[config.mk]
export PLATFORM = sky130hd
export DESIGN_NAME = priority_task_scheduler_flat
export DESIGN_NICKNAME = d
export VERILOG_FILES = /design/src/design/pts_pkg.sv /design/src/design/pts_if.sv /design/src/design/priority_task_scheduler.sv /design/src/design/pts_table.sv /design/src/flat_wrapper.sv
export SDC_FILE = /design/constraint.sdc
export NUM_CORES = 1
export LEC_CHECK = 0
export BUFFER_PORTS_ARGS = -buffer_cell sky130_fd_sc_hd__buf_2
export CAP_MARGIN = 25
export CORE_MARGIN = 5
export CORE_UTILIZATION = 35
export CTS_CLUSTER_DIAMETER = 120
export DETAILED_ROUTE_END_ITERATION = 8
export PLACE_DENSITY = 0.58
export RECOVER_POWER = 25
export SYNTH_ARGS = -nofsm -noshare
export SYNTH_HDL_FRONTEND = slang
export SYNTH_HIERARCHICAL = 1
export SYNTH_SLANG_ARGS = --single-unit
[constraint.sdc]
create_clock -name clock -period 12.3 [get_ports clock]
set_clock_uncertainty 0.1 [all_clocks]
set_input_delay 1.23 -clock clock [delete_from_list [all_inputs] [get_ports clock]]
set_output_delay 1.23 -clock clock [all_outputs]
set_load 0.01 [all_outputs]
[src/design/pts_pkg.sv]
// package for the priority task scheduler
// types, codes and fixed field widths shared by all design files
`default_nettype none

package pts_pkg;

   localparam int CMD_W     = 2;
   localparam int PRIO_W    = 4;
   localparam int DELAY_W   = 16;
   localparam int ACTION_W  = 3;
   localparam int TASK_ID_W = 3;
   localparam int TOTAL_W   = 4;

   localparam logic [PRIO_W-1:0] PRIO_IDLE = 4'd15;
   localparam logic [PRIO_W:0]   PRIO_NONE = 5'd16;

   typedef enum logic [CMD_W-1:0] {
      CMD_TICK   = 2'd0,
      CMD_CREATE = 2'd1,
      CMD_DELAY  = 2'd2,
      CMD_SCHED  = 2'd3
   } cmd_type;

   typedef enum logic [ACTION_W-1:0] {
      ACT_NONE    = 3'd0,
      ACT_START   = 3'd1,
      ACT_RESUME  = 3'd2,
      ACT_REJECT  = 3'd3,
      ACT_CREATED = 3'd4
   } action_type;

   typedef enum logic [2:0] {
      TS_READY     = 3'd0,
      TS_RUNNING   = 3'd1,
      TS_SUSPENDED = 3'd2,
      TS_BLOCKED   = 3'd3,
      TS_UNBLOCKED = 3'd4
   } task_state_type;

   typedef enum logic [2:0] {
      SCH_INIT,
      SCH_IDLE,
      SCH_WALK,
      SCH_FINISH,
      SCH_RESULT
   } sched_state_type;

   // write enables and read strobe for the task table
   typedef struct packed {
      logic sw_we;
      logic prio_we;
      logic rd_en;
   } tbl_ctl_type;

endpackage

`default_nettype wire

[src/design/pts_if.sv]
// valid/ready channel interfaces for the scheduler command and response words
// depends on pts_pkg for field widths
`default_nettype none

interface pts_req_if;
   import pts_pkg::*;

   logic                valid;
   logic                ready;
   logic [CMD_W-1:0]    cmd;
   logic [PRIO_W-1:0]   task_priority;
   logic [DELAY_W-1:0]  delay_ticks;

   modport source (output valid, cmd, task_priority, delay_ticks, input ready);
   modport sink (input valid, cmd, task_priority, delay_ticks, output ready);
endinterface

interface pts_rsp_if;
   import pts_pkg::*;

   logic                 valid;
   logic                 ready;
   logic [ACTION_W-1:0]  action;
   logic [TASK_ID_W-1:0] current_task;
   logic [TASK_ID_W-1:0] created_task;
   logic [TOTAL_W-1:0]   task_total;

   modport source (output valid, action, current_task, created_task, task_total,
                   input ready);
   modport sink (input valid, action, current_task, created_task, task_total,
                 output ready);
endinterface

`default_nettype wire

[src/design/priority_task_scheduler.sv]
// fixed-priority preemptive scheduler: top level with command sequencer
// depends on pts_pkg, pts_if and pts_table
//
// Usage: commands arrive as words on req_bus (valid/ready), one response word
// per command leaves on rsp_bus (valid/ready). Commands are tick, create task,
// delay current task then schedule, and schedule pass.
// Tick and create go from SCH_IDLE to SCH_RESULT, which loads the response register once it is free.
// Delay and schedule walk the task table through the single read port of the
// table memory, one entry per cycle, pipelined with the write-back of the
// previous entry, then pass through SCH_FINISH to SCH_RESULT.
// One command is processed at a time; req_bus.ready is high while the
// sequencer is idle, in the cycle after the response word is loaded, and the
// next word is taken while a response still waits.
// A response that is not taken holds in the output register, and a later
// result waits in the sequencer until that register drains.
// Reset is synchronous: the tick counter clears, the table holds only the idle
// task, and after reset SCH_INIT writes entry 0 before ready rises.
`default_nettype none

module priority_task_scheduler #(
   parameter int MAX_TASKS  = 8,
   parameter int TICK_WIDTH = 32
) (
   input  wire        clock,
   input  wire        reset,
   pts_req_if.sink    req_bus,
   pts_rsp_if.source  rsp_bus
);
   import pts_pkg::*;

   localparam int IDX_W = $clog2(MAX_TASKS);
   localparam int CNT_W = $clog2(MAX_TASKS + 1);

   sched_state_type        state_ff, state_in;
   logic [TICK_WIDTH-1:0]  tick_ff, tick_in;
   logic [CNT_W-1:0]       count_ff, count_in;
   logic [IDX_W-1:0]       current_ff, current_in;
   logic [IDX_W-1:0]       chosen_ff, chosen_in;
   logic [CNT_W-1:0]       rd_cnt_ff, rd_cnt_in;
   logic                   ev_vld_ff, ev_vld_in;
   logic [IDX_W-1:0]       ev_idx_ff, ev_idx_in;
   logic [PRIO_W:0]        best_ff, best_in;
   logic                   found_ff, found_in;
   task_state_type         sel_state_ff, sel_state_in;
   logic [TICK_WIDTH-1:0]  sel_wake_ff, sel_wake_in;
   action_type             act_ff, act_in;
   logic [IDX_W-1:0]       created_ff, created_in;
   logic                   rsp_valid_ff, rsp_valid_in;
   action_type             rsp_action_ff, rsp_action_in;
   logic [TASK_ID_W-1:0]   rsp_current_ff, rsp_current_in;
   logic [TASK_ID_W-1:0]   rsp_created_ff, rsp_created_in;
   logic [TOTAL_W-1:0]     rsp_total_ff, rsp_total_in;

   tbl_ctl_type            tbl_ctl;
   logic [IDX_W-1:0]       wr_addr;
   task_state_type         wr_state;
   logic [TICK_WIDTH-1:0]  wr_wake;
   logic [PRIO_W-1:0]      wr_prio;
   logic [IDX_W-1:0]       rd_addr;
   task_state_type         rd_state;
   logic [TICK_WIDTH-1:0]  rd_wake;
   logic [PRIO_W-1:0]      rd_prio;

   task_state_type         ev_state;
   logic                   ev_elig;
   logic                   out_free;
   cmd_type                cmd;

   pts_table #(
      .MAX_TASKS  (MAX_TASKS),
      .TICK_WIDTH (TICK_WIDTH)
   ) u_table (
      .clock    (clock),
      .ctl      (tbl_ctl),
      .wr_addr  (wr_addr),
      .wr_state (wr_state),
      .wr_wake  (wr_wake),
      .wr_prio  (wr_prio),
      .rd_addr  (rd_addr),
      .rd_state (rd_state),
      .rd_wake  (rd_wake),
      .rd_prio  (rd_prio)
   );

   assign cmd      = cmd_type'(req_bus.cmd);
   assign out_free = !rsp_valid_ff || rsp_bus.ready;

   // entry under evaluation: suspend the running task, wake due sleepers
   always_comb begin
      ev_state = rd_state;
      if (ev_idx_ff == current_ff && rd_state == TS_RUNNING) begin
         ev_state = TS_SUSPENDED;
      end
      if (ev_state == TS_BLOCKED && tick_ff >= rd_wake) begin
         ev_state = TS_UNBLOCKED;
      end
      ev_elig = ev_state inside {TS_READY, TS_SUSPENDED, TS_UNBLOCKED};
   end

   always_comb begin
      state_in       = state_ff;
      tick_in        = tick_ff;
      count_in       = count_ff;
      current_in     = current_ff;
      chosen_in      = chosen_ff;
      rd_cnt_in      = rd_cnt_ff;
      ev_vld_in      = 1'b0;
      ev_idx_in      = ev_idx_ff;
      best_in        = best_ff;
      found_in       = found_ff;
      sel_state_in   = sel_state_ff;
      sel_wake_in    = sel_wake_ff;
      act_in         = act_ff;
      created_in     = created_ff;
      rsp_valid_in   = rsp_valid_ff && !rsp_bus.ready;
      rsp_action_in  = rsp_action_ff;
      rsp_current_in = rsp_current_ff;
      rsp_created_in = rsp_created_ff;
      rsp_total_in   = rsp_total_ff;
      tbl_ctl        = '0;
      wr_addr        = '0;
      wr_state       = TS_READY;
      wr_wake        = '0;
      wr_prio        = PRIO_IDLE;
      rd_addr        = rd_cnt_ff[IDX_W-1:0];
      req_bus.ready  = 1'b0;

      case (state_ff)
         SCH_INIT: begin
            tbl_ctl.sw_we   = 1'b1;
            tbl_ctl.prio_we = 1'b1;
            state_in        = SCH_IDLE;
         end

         SCH_IDLE: begin
            req_bus.ready = 1'b1;
            if (req_bus.valid) begin
               rd_cnt_in  = '0;
               best_in    = PRIO_NONE;
               found_in   = 1'b0;
               act_in     = ACT_NONE;
               created_in = '0;
               case (cmd)
                  CMD_TICK: begin
                     tick_in  = tick_ff + 1'b1;
                     state_in = SCH_RESULT;
                  end
                  CMD_CREATE: begin
                     if (count_ff >= CNT_W'(MAX_TASKS)) begin
                        act_in = ACT_REJECT;
                     end else begin
                        tbl_ctl.sw_we   = 1'b1;
                        tbl_ctl.prio_we = 1'b1;
                        wr_addr         = count_ff[IDX_W-1:0];
                        wr_prio         = req_bus.task_priority;
                        created_in      = count_ff[IDX_W-1:0];
                        count_in        = count_ff + 1'b1;
                        act_in          = ACT_CREATED;
                     end
                     state_in = SCH_RESULT;
                  end
                  CMD_DELAY: begin
                     tbl_ctl.sw_we = 1'b1;
                     wr_addr       = current_ff;
                     wr_state      = TS_BLOCKED;
                     wr_wake       = tick_ff + TICK_WIDTH'(req_bus.delay_ticks);
                     state_in      = SCH_WALK;
                  end
                  default: begin
                     state_in = SCH_WALK;
                  end
               endcase
            end
         end

         SCH_WALK: begin
            // read entry n while entry n-1 is evaluated and written back
            if (rd_cnt_ff < count_ff) begin
               tbl_ctl.rd_en = 1'b1;
               rd_cnt_in     = rd_cnt_ff + 1'b1;
               ev_vld_in     = 1'b1;
               ev_idx_in     = rd_cnt_ff[IDX_W-1:0];
            end
            if (ev_vld_ff) begin
               tbl_ctl.sw_we = 1'b1;
               wr_addr       = ev_idx_ff;
               wr_state      = ev_state;
               wr_wake       = rd_wake;
               if (ev_elig && {1'b0, rd_prio} < best_ff) begin
                  best_in      = {1'b0, rd_prio};
                  chosen_in    = ev_idx_ff;
                  found_in     = 1'b1;
                  sel_state_in = ev_state;
                  sel_wake_in  = rd_wake;
               end else if (!found_ff && ev_idx_ff == chosen_ff) begin
                  sel_state_in = ev_state;
                  sel_wake_in  = rd_wake;
               end
               if (rd_cnt_ff >= count_ff) begin
                  state_in = SCH_FINISH;
               end
            end
         end

         SCH_FINISH: begin
            case (sel_state_ff)
               TS_READY: begin
                  act_in = ACT_START;
               end
               TS_SUSPENDED, TS_UNBLOCKED: begin
                  act_in = ACT_RESUME;
               end
               default: begin
                  act_in = ACT_NONE;
               end
            endcase
            if (sel_state_ff inside {TS_READY, TS_SUSPENDED, TS_UNBLOCKED}) begin
               tbl_ctl.sw_we = 1'b1;
               wr_addr       = chosen_ff;
               wr_state      = TS_RUNNING;
               wr_wake       = sel_wake_ff;
               current_in    = chosen_ff;
            end
            state_in = SCH_RESULT;
         end

         SCH_RESULT: begin
            if (out_free) begin
               rsp_valid_in   = 1'b1;
               rsp_action_in  = act_ff;
               rsp_current_in = TASK_ID_W'(current_ff);
               rsp_created_in = TASK_ID_W'(created_ff);
               rsp_total_in   = TOTAL_W'(count_ff);
               state_in       = SCH_IDLE;
            end
         end

         default: begin
            state_in = SCH_IDLE;
         end
      endcase
   end

   always_ff @(posedge clock) begin
      if (reset) begin
         state_ff     <= SCH_INIT;
         tick_ff      <= '0;
         count_ff     <= CNT_W'(1);
         current_ff   <= '0;
         chosen_ff    <= '0;
         ev_vld_ff    <= 1'b0;
         rsp_valid_ff <= 1'b0;
      end else begin
         state_ff     <= state_in;
         tick_ff      <= tick_in;
         count_ff     <= count_in;
         current_ff   <= current_in;
         chosen_ff    <= chosen_in;
         ev_vld_ff    <= ev_vld_in;
         rsp_valid_ff <= rsp_valid_in;
      end
   end

   always_ff @(posedge clock) begin
      rd_cnt_ff      <= rd_cnt_in;
      ev_idx_ff      <= ev_idx_in;
      best_ff        <= best_in;
      found_ff       <= found_in;
      sel_state_ff   <= sel_state_in;
      sel_wake_ff    <= sel_wake_in;
      act_ff         <= act_in;
      created_ff     <= created_in;
      rsp_action_ff  <= rsp_action_in;
      rsp_current_ff <= rsp_current_in;
      rsp_created_ff <= rsp_created_in;
      rsp_total_ff   <= rsp_total_in;
   end

   assign rsp_bus.valid        = rsp_valid_ff;
   assign rsp_bus.action       = rsp_action_ff;
   assign rsp_bus.current_task = rsp_current_ff;
   assign rsp_bus.created_task = rsp_created_ff;
   assign rsp_bus.task_total   = rsp_total_ff;

   a_count_range: assert property (@(posedge clock) disable iff (reset)
      count_ff != '0 && count_ff <= CNT_W'(MAX_TASKS))
      else $error("task count out of range");

   a_current_in_table: assert property (@(posedge clock) disable iff (reset)
      CNT_W'(current_ff) < count_ff)
      else $error("current task outside the table");

   a_chosen_in_table: assert property (@(posedge clock) disable iff (reset)
      CNT_W'(chosen_ff) < count_ff)
      else $error("chosen task outside the table");

   a_walk_index: assert property (@(posedge clock) disable iff (reset)
      ev_vld_ff |-> (state_ff == SCH_WALK && CNT_W'(ev_idx_ff) < count_ff))
      else $error("table walk evaluates an entry outside the table");

endmodule

`default_nettype wire

[src/design/pts_table.sv]
// task table storage: state and wake tick in one memory, priority in another
// one write port each, shared read address, registered read data; uses pts_pkg
`default_nettype none

module pts_table #(
   parameter int MAX_TASKS  = 8,
   parameter int TICK_WIDTH = 32
) (
   input  wire                                 clock,
   input  pts_pkg::tbl_ctl_type                ctl,
   input  wire [$clog2(MAX_TASKS)-1:0]         wr_addr,
   input  pts_pkg::task_state_type             wr_state,
   input  wire [TICK_WIDTH-1:0]                wr_wake,
   input  wire [pts_pkg::PRIO_W-1:0]           wr_prio,
   input  wire [$clog2(MAX_TASKS)-1:0]         rd_addr,
   output pts_pkg::task_state_type             rd_state,
   output logic [TICK_WIDTH-1:0]               rd_wake,
   output logic [pts_pkg::PRIO_W-1:0]          rd_prio
);
   import pts_pkg::*;

   typedef struct packed {
      task_state_type        st;
      logic [TICK_WIDTH-1:0] wake;
   } sw_entry_type;

   sw_entry_type          sw_mem [MAX_TASKS];
   logic [PRIO_W-1:0]     prio_mem [MAX_TASKS];
   sw_entry_type          sw_rd_ff;
   logic [PRIO_W-1:0]     prio_rd_ff;

   always_ff @(posedge clock) begin
      if (ctl.sw_we) begin
         sw_mem[wr_addr] <= '{st: wr_state, wake: wr_wake};
      end
      if (ctl.rd_en) begin
         sw_rd_ff <= sw_mem[rd_addr];
      end
   end

   always_ff @(posedge clock) begin
      if (ctl.prio_we) begin
         prio_mem[wr_addr] <= wr_prio;
      end
      if (ctl.rd_en) begin
         prio_rd_ff <= prio_mem[rd_addr];
      end
   end

   assign rd_state = sw_rd_ff.st;
   assign rd_wake  = sw_rd_ff.wake;
   assign rd_prio  = prio_rd_ff;

endmodule

`default_nettype wire

[src/flat_wrapper.sv]
// flat-port wrapper written by rule: the top's interface ports become plain ports
module priority_task_scheduler_flat import pts_pkg::*;
#(
   parameter int MAX_TASKS  = 8,
   parameter int TICK_WIDTH = 32
)
  (clock, reset, req_bus_valid, req_bus_cmd, req_bus_task_priority, req_bus_delay_ticks, req_bus_ready, rsp_bus_valid, rsp_bus_action, rsp_bus_current_task, rsp_bus_created_task, rsp_bus_task_total, rsp_bus_ready);
  pts_req_if req_bus_i ();
  pts_rsp_if rsp_bus_i ();
  input  wire clock;
  input  wire reset;
  input wire logic [$bits(req_bus_i.valid)-1:0] req_bus_valid;
  input wire logic [$bits(req_bus_i.cmd)-1:0] req_bus_cmd;
  input wire logic [$bits(req_bus_i.task_priority)-1:0] req_bus_task_priority;
  input wire logic [$bits(req_bus_i.delay_ticks)-1:0] req_bus_delay_ticks;
  output wire logic [$bits(req_bus_i.ready)-1:0] req_bus_ready;
  output wire logic [$bits(rsp_bus_i.valid)-1:0] rsp_bus_valid;
  output wire logic [$bits(rsp_bus_i.action)-1:0] rsp_bus_action;
  output wire logic [$bits(rsp_bus_i.current_task)-1:0] rsp_bus_current_task;
  output wire logic [$bits(rsp_bus_i.created_task)-1:0] rsp_bus_created_task;
  output wire logic [$bits(rsp_bus_i.task_total)-1:0] rsp_bus_task_total;
  input wire logic [$bits(rsp_bus_i.ready)-1:0] rsp_bus_ready;
  assign req_bus_i.valid = req_bus_valid;
  assign req_bus_i.cmd = req_bus_cmd;
  assign req_bus_i.task_priority = req_bus_task_priority;
  assign req_bus_i.delay_ticks = req_bus_delay_ticks;
  assign req_bus_ready = req_bus_i.ready;
  assign rsp_bus_valid = rsp_bus_i.valid;
  assign rsp_bus_action = rsp_bus_i.action;
  assign rsp_bus_current_task = rsp_bus_i.current_task;
  assign rsp_bus_created_task = rsp_bus_i.created_task;
  assign rsp_bus_task_total = rsp_bus_i.task_total;
  assign rsp_bus_i.ready = rsp_bus_ready;
  priority_task_scheduler #(.MAX_TASKS(MAX_TASKS), .TICK_WIDTH(TICK_WIDTH)) u_core (.clock(clock), .reset(reset), .req_bus(req_bus_i), .rsp_bus(rsp_bus_i));
endmodule
; Yosys cells after proc, flatten, opt, wreduce, memory -nomap -nowiden
; Memory sizes are Yosys's and may differ from the RTL's. A register that Yosys moved wholly into a read port is not among the register bits.
; Index checks and enable logic that the tools add are counted.
[totals]
register_bits = 114
ramBits = 312
input_bits = 26
out_inout_bits = 15
wordCells = 148
memories = 2
[classes]
n_addsub = 4
n_lt_le_gt_ge = 5
eq_ne = 20
n_mux = 65
n_bitwise = 1
reduce_logical = 32
[memory_table]
columns = memory, depth, word_bits, rd, rd_ports_with_merged_regs, wr, line
row1 = u_core.u_table.sw_mem, 8, 35, 1, 1, 1, pts_table.sv:27  ; sw_entry_type sw_mem [MAX_TASKS];
row2 = u_core.u_table.prio_mem, 8, 4, 1, 1, 1, pts_table.sv:28  ; logic [PRIO_W-1:0] prio_mem [MAX_TASKS];
[op_table]
columns = cell, n
row1 = 32-bit two-way mux, 6
row2 = 32-bit one-hot mux with 3 select lines, 1
row3 = 3-bit two-way mux, 18
row4 = 32-bit by 1-bit adder with 32-bit output (second input constant), 1
row5 = 32-bit by 16-bit adder with 32-bit output, 1
row6 = 32-bit greater-or-equal comparator, 1
row7 = 4-bit two-way mux, 6
row8 = 3-bit one-hot mux with 3 select lines, 2
row9 = 1-bit two-way mux, 16
row10 = 3-bit by 2-bit == test with 1-bit output (second input constant), 5
row11 = 5-bit two-way mux, 3
row12 = 3-bit one-hot mux with 2 select lines, 2
row13 = 3-bit one-hot mux with 4 select lines, 1
row14 = 3-bit AND reduction, 4
row15 = 4-bit AND reduction, 3
row16 = 2-bit by 1-bit inequality test with 1-bit output (second input constant), 5
row17 = 5-bit one-hot mux with 2 select lines, 1
row18 = 2-bit AND reduction, 5
row19 = 3-bit == test (second input constant), 3
row20 = 3-bit logical NOT, 3
row21 = 4-bit by 1-bit adder with 4-bit output (second input constant), 2
row22 = 4-bit one-hot mux with 2 select lines, 1
row23 = 3-bit by 1-bit == test with 1-bit output (second input constant), 2
row24 = 3-bit == test, 2
row25 = other kinds (19), 33

; Longest topological paths before layout
[depth]
word_depth = 12
depth_mapped = 11
depth_no_buf = 10

; Cells and area by module
; The synthesis kept the hierarchy.
[modules_own_cells]
columns = mod, n_inst, cells_each, area_each_um2, seq_area_each_um2
row1 = pts_table, 1, 513, 13062.5, 10540.1
row2 = priority_task_scheduler, 1, 730, 6946.7, 2952.8

; Worst setup path before layout
; No wires, ideal clock.
[synth_path]
path_type = input-to-reg
start = input port req_bus_cmd[1]
end = memory u_core/u_table/sw_mem[2][0] in the netlist's numbering, enable pin
setup_ps = 471
arrival_time_ps = 4786
required_time_ps = 11729
slack_ps = 6944
cell_stages = 8
n_path_buf = 0
path_cell_list = inv_1 -> ha_1 -> nor2b_1 -> and2_1 -> a21oi_1 -> o211ai_1 -> nand2_1 -> nor3_1
[synth_between]
elab_cells_between_ends = 10
classes_between = 2 x eq/ne / 8 x mux
[synth_lines]
columns = item, line
row1 = start: declaration, flat_wrapper.sv:13  ; input wire logic [$bits(req_bus_i.cmd)-1:0] req_bus_cmd;
row2 = 2-bit == test / 2-bit by 1-bit == test with 1-bit output (equally long branches), priority_task_scheduler.sv:143  ; case (cmd)
row3 = 3-bit one-hot mux with 2 select lines *, priority_task_scheduler.sv:143
row4 = 3-bit two-way mux *, priority_task_scheduler.sv:137  ; if (req_bus.valid) begin
row5 = 3-bit one-hot mux with 3 select lines *, priority_task_scheduler.sv:128  ; case (state_ff)
row6 = net u_core.wr_addr[1], priority_task_scheduler.sv:55  ; logic [IDX_W-1:0] wr_addr;
row7 = end: declaration, pts_table.sv:27
; Mark *: on every way through the listed nets, which the timed path passes. The rest lies on a longest branch.

; Worst setup path after layout
[layout_path]
start = register u_core.rd_cnt_ff[1]
end = register u_core/u_table/rd_wake[18] (netlist name)
[layout_between]
elab_chain_cells = 3
[layout_rtl]
columns = item, line
row1 = start: declaration, priority_task_scheduler.sv:39  ; logic [CNT_W-1:0] rd_cnt_ff, rd_cnt_in;
row2 = start signal: assignment, priority_task_scheduler.sv:265  ; rd_cnt_ff <= rd_cnt_in;
row3 = 4-bit < comparator, priority_task_scheduler.sv:178  ; if (rd_cnt_ff < count_ff) begin
row4 = 1-bit two-way mux, priority_task_scheduler.sv:178
row5 = 1-bit two-way mux, priority_task_scheduler.sv:128
; Several ways; a longest one is shown, not always the timed one.
; A chain may end at the register's enable or synchronous reset.

==> results.yml <==
placed_design:
  placed_cells: 2011
  place_congestion: 0.7663
  place_area_um2: 21110
  hpwl_um: 25720
  portBuffers: 40
worst_setup_path:
  crit_path_max_incr_delay_ns: 2.61
  worstSetupPathDepth: 9
  crit_buf_inv: 3
  worstSetupEndpointType: "flop"
  critPathKind: "reg -> reg"
  cp_data_arrival_time_ns: 5.58
  start_kind: "flop"
  path_max_fanout: 43
  reg2regPathDepth: 9
  crit_family: "buffers and inverters"
  required_ns: 12.39
  cp_cell_sequence: "clkbuf_1, ha_1, nor2b_1, o21ai_0, nand2b_1, a21oi_1, nand2_1, inv_2, buf_4"
  slowest_stage: "clkbuf_1"
finish:
  drive_gt1_share_pct: 16.32
  final_common_cell: "edfxtp_1"
  design.final.nets: 1396
  finalInstanceArea_um2: 22470
  final_cells: 2098
  most-common-layout-cells: "edfxtp_1 (418), mux4_2 (78), nor2_1 (72)"
  final_core_util_pct: 39.77
  diodes: 0
  area_growth_pct: 12.28
synth:
  ys_seq_area_share_pct: 67.43
  syn_nets: 1332
  postSynthCellCount: 1243
  ys.flop_type: "edfxtp_1"
  yosys_warnings: 6
  yosys.cell_types.count: 66
  avgSynthCellArea_um2: 16.10
  syn_area_um2: 20010
  synth_seq_cells: 465
  synth_edf_count: 418
  async_flop_share_pct: 0
clock_tree:
  clock_sinks: 465
  cts_tree: "yes"
  clockBufferDepth: 3
  holdBufCountCts: 0
  clock_latency_ns: 0.57
  htreeDepth: 2
  clockRootBuffer: "clkbuf_16"
  post-cts-setup-buffers: 0
  cts_buffers: 48
  path_clk_slew_ns: 0.06
  cts_resized: 0
timing:
  finalCriticalPeriod_ns: 5.491
  drv_slew: 186
  hold_viol_final: 0
  rsz0062_at_grt: "no"
  tns_ns: 0
  setup_violations: 0
  min_period_over_period_pct: 44.64
  max_slew_margin_pct: -165.3
  tightest_slew_ns: 3.979
  fmax_mhz: 182.1
route:
  drt_iter0_markers: 689
  vias: 10830
  wirelength_um: 44230
  post_drt_wl_per_cell_um: 21.08
  dr.pass1.iters: 5
  via_per_inst: 5.163
  ant_nets: 0
  post-route-drc-count: 0
pwr:
  power_leakage_nw: 7.588
  ir_drop_mv: 0.09558
  p_per_area_nw_per_um2: 145.2
worst_hold_path:
  hold_depth: 0
  hold_path.class: "reg -> reg"
die:
  die_y_um: 249.1
  core_area_um2: 56500
  start_util_pct: 35.42
  die_w_um: 249.1
  dieArea_um2: 62050
  rows: 87
  boundaryPins: 41
status:
  status: "finished with violations"
  violations: "max-capacitance violations, max-slew violations"
job:
  max_cap_violations: 4
grt:
  grt_pass1_wl_um: 67580
  antenna_found_initial: 0
  overflow: 0
  grt_pass1_vias: 11130
  grt_max_degree: 57
  grt.total_usage_pct: 13.92
==> cell usage after synthesis (all sizes together), types with 4 or more instances <==
| cell | instances | area share (%) |
|---|---|---|
| nor3 | 8 | 0.20 |
| mux2i | 4 | 0.20 |
| nor2b | 4 | 0.13 |
| nand2b | 12 | 0.38 |
| inv | 48 | 0.90 |
| a21o | 10 | 0.38 |
| and4 | 4 | 0.18 |
| nand3 | 25 | 0.65 |
| dfxtp | 47 | 4.7 |
| mux2 | 39 | 2.6 |
| nand4 | 15 | 0.50 |
| xnor2 | 18 | 0.79 |
| buf | 20 | 0.77 |
| xor2 | 50 | 2.2 |
| and3 | 9 | 0.29 |
| mux4 | 78 | 8.8 |
| ha | 62 | 3.9 |
| nor4 | 6 | 0.19 |
| edfxtp | 418 | 63 |
| o21a | 6 | 0.23 |
| o211ai | 4 | 0.15 |
| a22oi | 30 | 1.1 |
| and2 | 19 | 0.61 |
| a21oi | 43 | 1.1 |
| a211oi | 8 | 0.41 |
| or2 | 6 | 0.19 |
| o21ai | 49 | 1.2 |
| nand2 | 62 | 1.2 |
| nor2 | 79 | 1.5 |
| a221o | 4 | 0.20 |
| clkbuf | 26 | 0.49 |
==> report_power, final <==
group / internal [mW] / switching [mW] / leakage [nW] / total (mW)
Combinational: 0.0656 / 0.0800 / 2.59 / 0.146
Sequential: 1.74 / 0.00807 / 4.29 / 1.74
Clock: 0.797 / 0.575 / 0.709 / 1.37
==> worst register-to-register path, cell delays in order, from the launching register on <==
cell      delay [ns]
edfxtp_1        0.32
clkbuf_1        2.61
ha_1            0.63
nor2b_1         0.14
o21ai_0         0.16
nand2b_1        0.08
a21oi_1         0.20
nand2_1         0.13
inv_2           0.06
buf_4           0.65
==> area by class of cell <==
class / count / area, µm²
fill: 5154 / 34030
sequential: 465 / 13490
multi-input combinational: 683 / 6076
clock buffer: 65 / 1296
tap: 756 / 945.9
timing repair buffer: 60 / 302.8
inverter: 49 / 183.9
clock inverter: 20 / 168.9
==> metrics by stage <==
stage / worst slack (ns) / power [mW] / hold slack, ns
4_1_cts: 8.105 / 3.300 / 0.3281
3_5_place_dp: 7.493 / 1.925 / 0.3138
2_1_floorplan: 6.944 / 1.882 / 0.3003
5_1_grt: 6.071 / 3.383 / 0.3504
3_3_place_gp: 7.651 / 1.923 / 0.3086
6_report: 6.809 / 3.261 / 0.3247
==> cells by family after synthesis <==
group | count (synthesis) | synth area share (%)
AOI/OAI and AO/OA | 172 | 5.534
and+or+nand+nor | 259 | 6.353
DFF | 465 | 67.43
buffers and inverters | 95 | 2.176
xor gates and xnor gates | 68 | 2.976
muxes | 121 | 11.55
adders and majority gates | 63 | 3.977
==> sequential cells by signal, summed over array words and instances, names as in the netlist, 3 cells and up <==
| signal | count |
|---|---|
| u_core/chosen_ff | 3 |
| u_core/created_ff | 3 |
| u_core/sel_wake_ff | 32 |
| u_core/rsp_bus.task_total | 4 |
| u_core/rsp_bus.action | 3 |
| u_core/best_ff | 5 |
| u_core/sel_state_ff | 3 |
| u_core/current_ff | 3 |
| u_core/count_ff | 4 |
| u_core/state_ff | 3 |
| u_core/rsp_bus.created_task | 3 |
| u_core/rd_cnt_ff | 4 |
| u_core/rsp_bus.current_task | 3 |
| u_core/u_table/rd_state | 3 |
| u_core/u_table/rd_wake | 32 |
| u_core/u_table/sw_mem | 280 |
| u_core/u_table/prio_mem | 32 |
| u_core/u_table/rd_prio | 4 |
| u_core/tick_ff | 32 |
| u_core/ev_idx_ff | 3 |
| u_core/act_ff | 3 |
==> per-layer routing <==
metal	vias up	track usage [%]	part of all wire, %
li1	4946	-	-
met1	5607	19.10	45
met2	220	23.34	49
met3	58	2.631	4.8
met4	0	2.995	1.7
met5	-	0	0
==> final timing paths <==
path                           endpoint                start  slack (ns)
max          u_core/u_table/rd_wake[18]  u_core/rd_cnt_ff[1]        6.81
min            u_core/rsp_bus.action[0]     u_core/act_ff[0]        0.32
max reg2reg  u_core/u_table/rd_wake[18]  u_core/rd_cnt_ff[1]        6.81
min reg2reg    u_core/rsp_bus.action[0]     u_core/act_ff[0]        0.32
(Power assumes the default switching activity.)
